<file path="config.mk">
export PLATFORM = sky130hd
export DESIGN_NAME = tdp_divider
export DESIGN_NICKNAME = d
export VERILOG_FILES = /design/src/rtl/tdp_pkg.sv /design/src/rtl/tdp_divider.sv
export SDC_FILE = /design/constraint.sdc
export NUM_CORES = 1
export LEC_CHECK = 0
export ABC_AREA = 1
export BUFFER_PORTS_ARGS = -buffer_cell sky130_fd_sc_hd__buf_2
export CAP_MARGIN = 20
export CORE_ASPECT_RATIO = 0.9
export CORE_MARGIN = 4
export CORE_UTILIZATION = 40
export DETAILED_ROUTE_END_ITERATION = 8
export RECOVER_POWER = 50
export SETUP_SLACK_MARGIN = 0.3
export SLEW_MARGIN = 25
export SYNTH_ARGS = -nofsm -noshare
export SYNTH_HDL_FRONTEND = slang
export SYNTH_SLANG_ARGS = --single-unit
</file>
<file path="constraint.sdc">
create_clock -name i_clk -period 2.7 [get_ports i_clk]
set_input_delay 0.27 -clock i_clk [delete_from_list [all_inputs] [get_ports i_clk]]
set_output_delay 0.27 -clock i_clk [all_outputs]
set_load 0.02 [all_outputs]
</file>
<file path="src/rtl/tdp_pkg.sv">
package tdp_pkg;

    localparam int DEF_NUMBER_WIDTH = 32;

    // fixed divisors and wheel step
    localparam int C_TWO   = 2;
    localparam int C_THREE = 3;
    localparam int C_FIVE  = 5;
    localparam int C_SIX   = 6;

    // sequencer states
    localparam int         ST_W     = 3;
    localparam logic [2:0] ST_IDLE  = 3'd0;
    localparam logic [2:0] ST_DIV3  = 3'd1;
    localparam logic [2:0] ST_DIVF  = 3'd2;
    localparam logic [2:0] ST_DIVF2 = 3'd3;
    localparam logic [2:0] ST_FIN   = 3'd4;

endpackage

</file>
<file path="src/rtl/tdp_divider.sv">
// Restoring divider, one quotient bit per cycle.
module tdp_divider #(
    parameter int W = tdp_pkg::DEF_NUMBER_WIDTH
) (
    input  logic         i_clk,
    input  logic         i_rst_n,
    input  logic         i_start,
    input  logic [W-1:0] i_dividend,
    input  logic [W-1:0] i_divisor,
    output logic         o_busy,
    output logic         o_done,
    output logic [W-1:0] o_quotient,
    output logic [W-1:0] o_remainder
);

    localparam int CW = $clog2(W);

    logic [CW-1:0] r_cnt;
    logic          r_busy;
    logic          r_done;
    logic [W-1:0]  r_quo;
    logic [W-1:0]  r_rem;
    logic [W-1:0]  r_dvs;

    logic [W:0]    rem_sh;
    logic [W:0]    diff;
    logic          take;

    always_comb begin
        rem_sh = {r_rem, r_quo[W-1]};
        diff   = rem_sh - {1'b0, r_dvs};
        take   = (rem_sh >= {1'b0, r_dvs});
    end

    always_ff @(posedge i_clk) begin
        if (!i_rst_n) begin
            r_busy <= 1'b0;
            r_done <= 1'b0;
            r_cnt  <= '0;
        end else begin
            r_done <= 1'b0;
            if (i_start) begin
                r_busy <= 1'b1;
                r_cnt  <= CW'(W - 1);
            end else if (r_busy) begin
                if (r_cnt == '0) begin
                    r_busy <= 1'b0;
                    r_done <= 1'b1;
                end
                r_cnt <= r_cnt - CW'(1);
            end
        end
    end

    always_ff @(posedge i_clk) begin
        if (i_start) begin
            r_quo <= i_dividend;
            r_rem <= '0;
            r_dvs <= i_divisor;
        end else if (r_busy) begin
            r_rem <= take ? diff[W-1:0] : rem_sh[W-1:0];
            r_quo <= {r_quo[W-2:0], take};
        end
    end

    assign o_busy      = r_busy;
    assign o_done      = r_done;
    assign o_quotient  = r_quo;
    assign o_remainder = r_rem;

endmodule

</file>
==> results.md, run 1 <==
* Vias at 6250
* Initial drt markers at 518
* ANT nets after route at 0
* Clk pwr share at 35.2%
* Synth Cell Area at 0.00673 mm2
* PortBufs at 132
* Minimum clock period at 2260 ps
* Chip Width at 145 um
* Reg2reg path depth at 14
* Total GRT Usage at 20.2%
* Setup CP Type: reg2reg
* Vias per Instance at 4.75
* Synth Warn # at 0
* Post-synthesis register bit count at 103
* Pint at 2620 uW
* Post-CTS Hold Buffers at 0
* Congestion Overflow GR at 0
* Synth unique cells at 36
* Drt total wl at 18800 um
* CP max stage cell: edfxtp_1
* # diodes at 0
* Leakage at 0.00427 uW
* Min-Delay Path Class: in2reg
* Max Slew Vio Count at 0
* Max_cap viols at 0
* Post-Synthesis Cells at 970
* Commonest non-fill, non-tap cell in the layout: nand2_1
* Top cell by count, worst path: nand2_1
* Fin crit share at 83.8%
* Register share of total power at 49.5%
* Max Root-Sink Buffers at 2
* Clk Latency, worst-skew pair at 370 ps
* TritonCTS Buffers at 9
* Sw frac at 29.3%
* Post-DP HPWL at 14400 um
* # rows at 44
* P&R area growth vs syn at 17.9%
* Maximum vdd drop at 0.000327 V
* Clk_skew at 16.6 ps
* Die area at 0.0190 mm2
* Power Density at 467 mW/mm2
* CTS root buf: clkbuf_16
* Fillers at 1745
* Final Util at 48.7%
* Switching pwr at 1090 uW
* Max incr delay on CP at 370 ps
* Core Region at 0.0163 mm2
* Worst Tran Pin Value at 1010 ps
* CP max FO at 12
* Worst setup SP type: register
* Die height at 131 um
* Max Freq at 442 MHz
* H-tree Lvls at 3
* Reg area at 0.00270 mm2
* Gpl congestion at 0.986
* CP endpoint kind: register
* Worst EP required at 2950 ps
* Worst slew margin at 32.5%
* Crit path DAT at 2510 ps
* First-pass GRT wire length at 30000 um
* Final net count at 1205
* Sequential area share after synthesis at 40.2%
* Post-synthesis average cell area at 6.94 um2
* Worst path cell trace: inv_1 > ha_1 > nand2_1 > inv_1 > nand2_1 > nand2_1 > a21oi_2 > nand2_2 > a21oi_4 > buf_12 > buf_6 > nand3b_1 > nand3_1 > nand2_1
* CTS sink count at 103
* Syn Nets at 1072
* Most frequent cells in the layout: nand2_1, inv_1, buf_2
* Hold Path Cell Cnt at 1
* Outcome: completed
* Share of layout cells above drive strength 1 at 12.4%
* Setup_tns at 0 ps
* DRT Pass-1 Iters at 7
* Unrepaired setup endpoints after global routing: false
* CTS tree: built
* Vias in the first global route at 5841
* Endpoints failing hold at 0
* Area of the multi-input gates at 0.00328 mm2
* WL/cell at 14.3 um
* Initial core utilization at 41.3%
* Comb power frac at 15.2%
* Drt drc at 0
* Setup violators final at 0
* Worst-path clk slew at 80 ps
* Min Hold Slack at 70.3 ps
* Largest net degree at the start of global routing at 42
* I/O pin count at 133
* Initial antenna violation count at 0
[sequential cells by signal (all words and copies together) (netlist names)]
register     cells
o_done           1
r_dvs           32
r_cnt            5
o_remainder     32
o_busy           1
o_quotient      32
[final timing paths]
kind | startpoint | to | slack [ps]
worst max-delay path | r_dvs[28] | o_remainder[24] | 440
worst min-delay path | i_divisor[15] | r_dvs[15] | 70
worst max register to register | r_dvs[28] | o_remainder[24] | 440
worst min register to register | r_cnt[3] | r_cnt[3] | 490
[cell usage after synthesis, drive strengths merged]
library cell | n | area, um2
edfxtp | 64 | 1920
and2 | 5 | 31.3
nand4 | 3 | 18.8
fa | 1 | 20.0
o21ai | 21 | 105
clkbuf | 10 | 37.5
nor4 | 1 | 6.26
clkinv | 1 | 3.75
dfxtp | 39 | 781
xor2 | 1 | 8.76
nand3b | 21 | 158
nand3 | 77 | 390
nor2 | 48 | 185
ha | 34 | 425
a21oi | 24 | 135
nand2 | 399 | 1520
inv | 177 | 664
o21bai | 4 | 30.0
a221oi | 1 | 8.76
o31ai | 1 | 7.51
a31oi | 3 | 18.8
o211ai | 1 | 7.51
xnor2 | 13 | 114
buf | 13 | 82.6
nor3 | 7 | 40.0
and3 | 1 | 6.26
[metal layers]
layer	up-vias	routed length, um	GRT usage, %	part of all wire, %
met5	-	0	0	0
met4	0	248	4.55	1.3
met3	18	1490	5.77	7.9
met2	198	7870	30.5	42
met1	2753	9240	28.8	49
li1	3281	-	-	-
[power by group through the flow]
stage | clock [uW] | combinational, uW | sequential (uW)
after detailed placement | 0 | 574 | 1870
after global placement | 0 | 574 | 1870
final | 1310 | 564 | 1840
after global routing | 1410 | 637 | 1850
after floorplan | 0 | 292 | 1930
after CTS | 1350 | 575 | 1840
[stage by stage]
step,std cells,instance area (um2),setup slack [ps],total power (uW)
6_report,1315,7940,438,3710
5_1_grt,1315,7940,309,3890
4_1_cts,1313,7910,383,3760
3_5_place_dp,1297,7630,397,2440
3_3_place_gp,1297,7630,431,2440
2_1_floorplan,970,6730,427,2230
[layout make-up]
type | instances | share of cell area (%)
timing repair buffer | 144 | 9.33
sequential | 103 | 34.1
clock inverter | 7 | 0.757
clock buffer | 9 | 2.84
tap | 207 | 3.26
multi-input combinational | 667 | 41.3
inverter | 178 | 8.42
[cell families after synthesis]
family                   after synthesis  share of synthesized area [%]
adder cells (fa/ha/maj)               35                           6.62
XOR/XNOR                              14                           1.82
buffers and inverters                201                           11.7
AO/OA/AOI/OAI                         55                           4.65
flip-flops                           103                           40.2
AND/OR/NAND/NOR                      562                           35.0
[critical path: cells and delay by family (launching register included)]
family / cells / cell delay, ps
fa+ha+maj: 1 / 290
simple gates: 7 / 710
buf+inv: 4 / 460
compound gates: 2 / 320
flops: 1 / 370
[repair_timing]
action                     4_1_cts  5_1_grt
setup endpoints to repair        0       32
gates resized for setup          0       12
setup buffers                    0        1
(Power assumes the default switching activity.)
==> run 2, diff against run 1 <==
- clock period: 2.7 -> 2.13 ns (I/O delays scaled with it)
==> results.md, run 2 (synthesis gave the netlist of run 1 again) <==
* Outcome: completed (unchanged)
* Vias at 6546 (was 6250)
* Drt total wl at 20700 um (was 18800 um)
* Worst Setup SP: r_dvs[0] (was r_dvs[28])
* H-tree Lvls at 3 (unchanged)
* Power Density at 551 mW/mm2 (was 467 mW/mm2)
* PortBufs at 132 (unchanged)
* Largest net degree at the start of global routing at 37 (was 42)
* Vias per Instance at 4.81 (was 4.75)
* Switching pwr at 1500 uW (was 1090 uW)
* Worst-path clk slew at 80 ps (about the same)
* Comb power frac at 18.5% (was 15.2%)
* Worst Tran Pin Value at 1180 ps (was 1010 ps)
* # diodes at 0 (unchanged)
* Maximum vdd drop at 0.000370 V (was 0.000327 V)
* ANT nets after route at 0 (unchanged)
* CTS root buf: clkbuf_16 (unchanged)
* Sw frac at 29.5% (was 29.3%)
* Initial drt markers at 457 (was 518)
* Worst Hold Launch: i_divisor[17] (was i_divisor[15])
* DRT Pass-1 Iters at 5 (was 7)
* WL/cell at 15.2 um (was 14.3 um)
* Final net count at 1251 (was 1205)
* Vias in the first global route at 6071 (was 5841)
* Worst setup SP type: register (unchanged)
* Post-CTS Hold Buffers at 0 (unchanged)
* Worst setup endpoint: o_remainder[18] (was o_remainder[24])
* Critical R2R Launch: r_dvs[0] (was r_dvs[28])
* Worst slew margin at 21.1% (was 32.5%)
* I/O pin count at 133 (unchanged)
* Clk_skew at 11.7 ps (was 16.6 ps)
* Min-Delay Path Class: in2reg (unchanged)
* Min Hold Slack at 18.0 ps (was 70.3 ps)
* Initial core utilization at 41.3% (unchanged)
* Crit path DAT at 2330 ps (was 2510 ps)
* CTS sink count at 103 (unchanged)
* Reg2reg path depth at 14 (unchanged)
* Most frequent cells in the layout: nand2_1, inv_1, buf_2 (unchanged)
* Unrepaired setup endpoints after global routing: true (was false)
* Drt drc at 0 (unchanged)
* Fin crit share at 97.8% (was 83.8%)
* Total GRT Usage at 21.6% (was 20.2%)
* Setup violators final at 0 (unchanged)
* Worst EP required at 2380 ps (was 2950 ps)
* Chip Width at 145 um (unchanged)
* Setup ws final at 46.0 ps (was 438 ps)
* Setup WS pre-CTS at -54.7 ps (was 397 ps)
* Max Slew Vio Count at 0 (unchanged)
* CTS tree: built (unchanged)
* Share of layout cells above drive strength 1 at 29.8% (was 12.4%)
* Leakage at 0.00464 uW (was 0.00427 uW)
* Commonest non-fill, non-tap cell in the layout: nand2_1 (unchanged)
* CP endpoint kind: register (unchanged)
* Max_cap viols at 0 (unchanged)
* Post-DP HPWL at 15400 um (was 14400 um)
* # rows at 44 (unchanged)
* Die area at 0.0190 mm2 (unchanged)
* Gpl congestion at 0.912 (was 0.986)
* Clk pwr share at 35.7% (was 35.2%)
* P&R area growth vs syn at 37.2% (was 17.9%)
* Clk Latency, worst-skew pair at 370 ps (about the same)
* R2r setup slk at 50 ps (was 440 ps)
* Setup CP Type: reg2reg (unchanged)
* Fillers at 1624 (was 1745)
* Minimum clock period at 2080 ps (was 2260 ps)
* Endpoints failing hold at 0 (unchanged)
* Pint at 3590 uW (was 2620 uW)
* CP max FO at 11 (was 12)
* TritonCTS Buffers at 9 (unchanged)
* Die height at 131 um (unchanged)
* Max Root-Sink Buffers at 2 (unchanged)
* Max Freq at 480 MHz (was 442 MHz)
* Crit Reg-Reg Endpoint: o_remainder[18] (was o_remainder[24])
* First-pass GRT wire length at 31700 um (was 30000 um)
* Core Region at 0.0163 mm2 (unchanged)
* Initial antenna violation count at 0 (unchanged)
* Congestion Overflow GR at 0 (unchanged)
* Register share of total power at 45.8% (was 49.5%)
==> run 2: cell type report <==
class                   instances  area [um2]  area share [%]
clock inverters                 7        95.1            1.03
multi-input cells             666        4020            43.6
flip-flops and latches        103        2750            29.7
inverters                     178         668            7.24
well taps                     207         259            2.81
clock buffers                   9         225            2.44
repair buffers                191        1220            13.2
==> run 2: worst min path at each step <==
stage | to | slack, ps | cells past startpoint
global placement | r_dvs[3] | 390 | 1
floorplan | r_dvs[0] | 310 | 0
detailed placement | r_dvs[1] | 390 | 1
finish | r_dvs[17] | 20 | 1
CTS | r_dvs[17] | 9 | 1
global route | r_dvs[14] | 6 | 1
==> run 2: timing repair <==
action | 4_1_cts | 5_1_grt
endpoints found under the hold margin | 0 | 0
gates cloned | 0 | 4
pin swaps | 7 | 20
setup endpoints to repair | 33 | 33
buffers inserted | 4 | 20
gates resized for setup | 46 | 100
==> run 2: per-stage QoR <==
step / cells / total power [uW] / util [%] / cell area (um2) / setup TNS, ps
2_1_floorplan: 970 / 2870 / - / 7150 / 0
3_3_place_gp: 1317 / 3180 / 50.2 / 8190 / -67.8
3_5_place_dp: 1317 / 3180 / 50.2 / 8190 / -54.7
4_1_cts: 1337 / 5040 / 53.4 / 8710 / 0
5_1_grt: 1361 / 5320 / 56.6 / 9230 / -717
6_report: 1361 / 5090 / 56.6 / 9230 / 0
==> run 2: layer usage <==
layer	vias up	share of wire (%)	global-route usage (%)	wire, um
met3	17	7.5	5.51	1560
li1	3369	-	-	-
met5	-	0	0	0
met2	208	43	32.4	8890
met1	2952	48	31.5	10000
met4	0	1.2	4.66	246
==> run 2: critical path, stage by stage (launching register included) <==
cell and delay [ps]:
edfxtp_1 430, ha_4 310, nand2_2 70, nor2_1 110, nand2_1 60, nor2_1 120
nand2_1 100, nand2_2 110, a21oi_4 70, buf_12 140, nand2_8 110, buf_12 150
nand2_1 70, nand3_1 70, o21ai_1 60
==> run 2: power groups by stage <==
| stage | registers (uW) | logic [uW] | clock network [uW] |
|---|---|---|---|
| after CTS | 2330 | 851 | 1860 |
| after global placement | 2370 | 808 | 0 |
| after global routing | 2350 | 1040 | 1940 |
| after floorplan | 2450 | 424 | 0 |
| after detailed placement | 2370 | 815 | 0 |
| final | 2330 | 942 | 1820 |
==> run 3, diff against run 2 <==
- SETUP_SLACK_MARGIN: 0.3 -> unset
==> results.md, run 3 (synthesis gave the netlist of run 1 again) <==
* Outcome: completed (unchanged)
* First-pass GRT wire length at 32100 um (was 31700 um)
* CTS tree: built (unchanged)
* CP endpoint kind: register (unchanged)
* Post-DP HPWL at 15700 um (was 15400 um)
* Worst-path clk slew at 80 ps (about the same)
* Unrepaired setup endpoints after global routing: true (unchanged)
* Setup WS pre-CTS at -170 ps (was -54.7 ps)
* Share of layout cells above drive strength 1 at 33.6% (was 29.8%)
* Vias per Instance at 4.82 (was 4.81)
* Fin crit share at 98.3% (was 97.8%)
* DRT Pass-1 Iters at 5 (unchanged)
* Core Region at 0.0163 mm2 (unchanged)
* Final Non-Filler Cells at 1414 (was 1361)
* Maximum vdd drop at 0.000442 V (was 0.000370 V)
* Min-Delay Path Class: in2reg (unchanged)
* PortBufs at 132 (unchanged)
* Max Slew Vio Count at 0 (unchanged)
* Max Freq at 477 MHz (was 480 MHz)
* CP max stage cell: edfxtp_1 (unchanged)
* CP delay by family, top: simple AND/OR/NAND/NOR gates (unchanged)
* Clk Latency, worst-skew pair at 370 ps (about the same)
* Congestion Overflow GR at 0 (unchanged)
* Worst setup SP type: register (unchanged)
* Crit path DAT at 2380 ps (was 2330 ps)
* Leakage at 0.00501 uW (was 0.00464 uW)
* Pint at 3470 uW (was 3590 uW)
* Drt total wl at 21500 um (was 20700 um)
* Worst Tran Pin Value at 629 ps (was 1180 ps)
* Max incr delay on CP at 370 ps (was 430 ps)
* Power Density at 516 mW/mm2 (was 551 mW/mm2)
* Setup CP Type: reg2reg (unchanged)
* Die area at 0.0190 mm2 (unchanged)
* Die height at 131 um (unchanged)
* # diodes at 0 (unchanged)
* Total power at 4930 uW (was 5090 uW)
* Vias in the first global route at 6327 (was 6071)
* Placed cell count at 1378 (was 1317)
* Worst slew margin at 58.0% (was 21.1%)
* Worst EP required at 2420 ps (was 2380 ps)
* Setup violators final at 0 (unchanged)
* WL/cell at 15.2 um (about the same)
* Hold Path Cell Cnt at 1 (unchanged)
* P&R area growth vs syn at 42.1% (was 37.2%)
* Worst path cell trace: inv_2 > ha_4 > nand2_1 > nor2_2 > nand2_2 > nor2_4 > nand2_1 > nand2_2 > a21oi_4 > buf_6 > buf_8 > buf_12 > nand3_2 > nand3_1 > o21ai_1 (was ha_4 > nand2_2 > nor2_1 > nand2_1 > nor2_1 > nand2_1 > nand2_2 > a21oi_4 > buf_12 > nand2_8 > buf_12 > nand2_1 > nand3_1 > o21ai_1)
* Initial core utilization at 41.3% (unchanged)
* # rows at 44 (unchanged)
* Finished Cell Area at 0.00956 mm2 (was 0.00923 mm2)
* Clk_skew at 12.0 ps (was 11.7 ps)
* Worst Hold Launch: i_divisor[3] (was i_divisor[17])
* Max Root-Sink Buffers at 2 (unchanged)
* Drt drc at 0 (unchanged)
* R2r setup slk at 40 ps (was 50 ps)
* H-tree Lvls at 3 (unchanged)
* Comb power frac at 19.2% (was 18.5%)
* I/O pin count at 133 (unchanged)
* Worst Hold End: r_dvs[3] (was r_dvs[17])
* Max_cap viols at 0 (unchanged)
* Clk pwr share at 33.5% (was 35.7%)
* Total GRT Usage at 21.9% (was 21.6%)
* Switching pwr at 1460 uW (was 1500 uW)
* Reg2reg path depth at 15 (was 14)
* Crit Reg-Reg Endpoint: o_remainder[6] (was o_remainder[18])
* ANT nets after route at 0 (unchanged)
* Initial drt markers at 402 (was 457)
* Commonest non-fill, non-tap cell in the layout: nand2_1 (unchanged)
* Critical R2R Launch: r_dvs[8] (was r_dvs[0])
* Endpoints failing hold at 0 (unchanged)
* Chip Width at 145 um (unchanged)
* Setup ws final at 35.6 ps (was 46.0 ps)
* Initial antenna violation count at 0 (unchanged)
* Register share of total power at 47.3% (was 45.8%)
* CTS root buf: clkbuf_16 (unchanged)
* TritonCTS Buffers at 9 (unchanged)
* Fillers at 1546 (was 1624)
* CP max FO at 5 (was 11)
* Final net count at 1304 (was 1251)
* CP bufs+invs at 4 (was 2)
* CTS sink count at 103 (unchanged)
* Largest net degree at the start of global routing at 41 (was 37)
* Sw frac at 29.6% (was 29.5%)
* Post-DP Area at 0.00829 mm2 (was 0.00819 mm2)
* Gpl congestion at 0.954 (was 0.912)
* Minimum clock period at 2090 ps (was 2080 ps)
* Vias at 6812 (was 6546)
* Most frequent cells in the layout: nand2_1, inv_1, buf_2 (unchanged)
* Final Util at 58.7% (was 56.6%)
[run 3: cell types whose count changed in the layout (fill, tap and decap cells not counted), moves of 6 or more]
cell / previous run / this run
nand2_4: 16 / 6
dfxtp_1: 9 / 39
buf_2: 88 / 132
nand2_1: 332 / 346
clkbuf_1: 45 / 0
buf_4: 44 / 91
dfxtp_2: 28 / 0
buf_6: 1 / 7
[run 3: worst max-delay path by stage]
stage                         startpoint               to  slack [ps]  cells after the start
after floorplan           o_quotient[31]  o_remainder[24]          80                     15
after global placement    o_quotient[31]  o_remainder[16]        -150                     15
after detailed placement  o_quotient[31]  o_remainder[16]        -170                     15
after CTS                 o_quotient[31]  o_remainder[24]         -10                     15
after global routing           r_dvs[14]   o_remainder[6]         -50                     15
final                           r_dvs[8]   o_remainder[6]          40                     15
[run 3: worst register-to-register path: cells and delay by family (launching register included)]
kind / cells / cell delay (ps)
flip-flops: 1 / 370
adder cells (fa/ha/maj): 1 / 290
AND/OR/NAND/NOR: 8 / 730
AO/OA/AOI/OAI: 2 / 190
buffers and inverters: 4 / 450
[run 3: final cells by class]
class	instances	area, um2	share of cell area, %
clock inverter	7	63.8	0.667
multi-input combinational	667	3960	41.4
clock buffer	9	225	2.35
sequential	103	2700	28.3
inverter	178	668	6.99
timing repair buffer	243	1690	17.6
tap	207	259	2.71
[run 3: stage by stage]
stage	setup TNS (ps)	hold WS (ps)
detailed placement	-1560	391
floorplan	0	312
global route	-521	5.07
CTS	-15.8	5.66
global placement	-1450	390
finish	0	15.0
[run 3: repair_timing]
action	in CTS	in global routing
gates cloned	0	5
gates resized for setup	19	151
setup buffers	3	12
pin swaps	3	41
hold buffers	0	0
endpoints found under the setup margin	27	33
[run 3: metal layers]
layer	wire length [um]	GRT usage, %	up-vias
li1	-	-	3490
met5	0	0	-
met1	10100	31.2	3087
met2	9440	33.3	213
met3	1650	5.84	22
met4	352	5.16	0
[run 3: power groups by stage]
stage | logic, uW | registers (uW) | clock network (uW)
2_1_floorplan | 370 | 2450 | 0
3_3_place_gp | 803 | 2370 | 0
3_5_place_dp | 811 | 2370 | 0
4_1_cts | 825 | 2330 | 1690
5_1_grt | 1040 | 2350 | 1770
6_report | 945 | 2330 | 1650
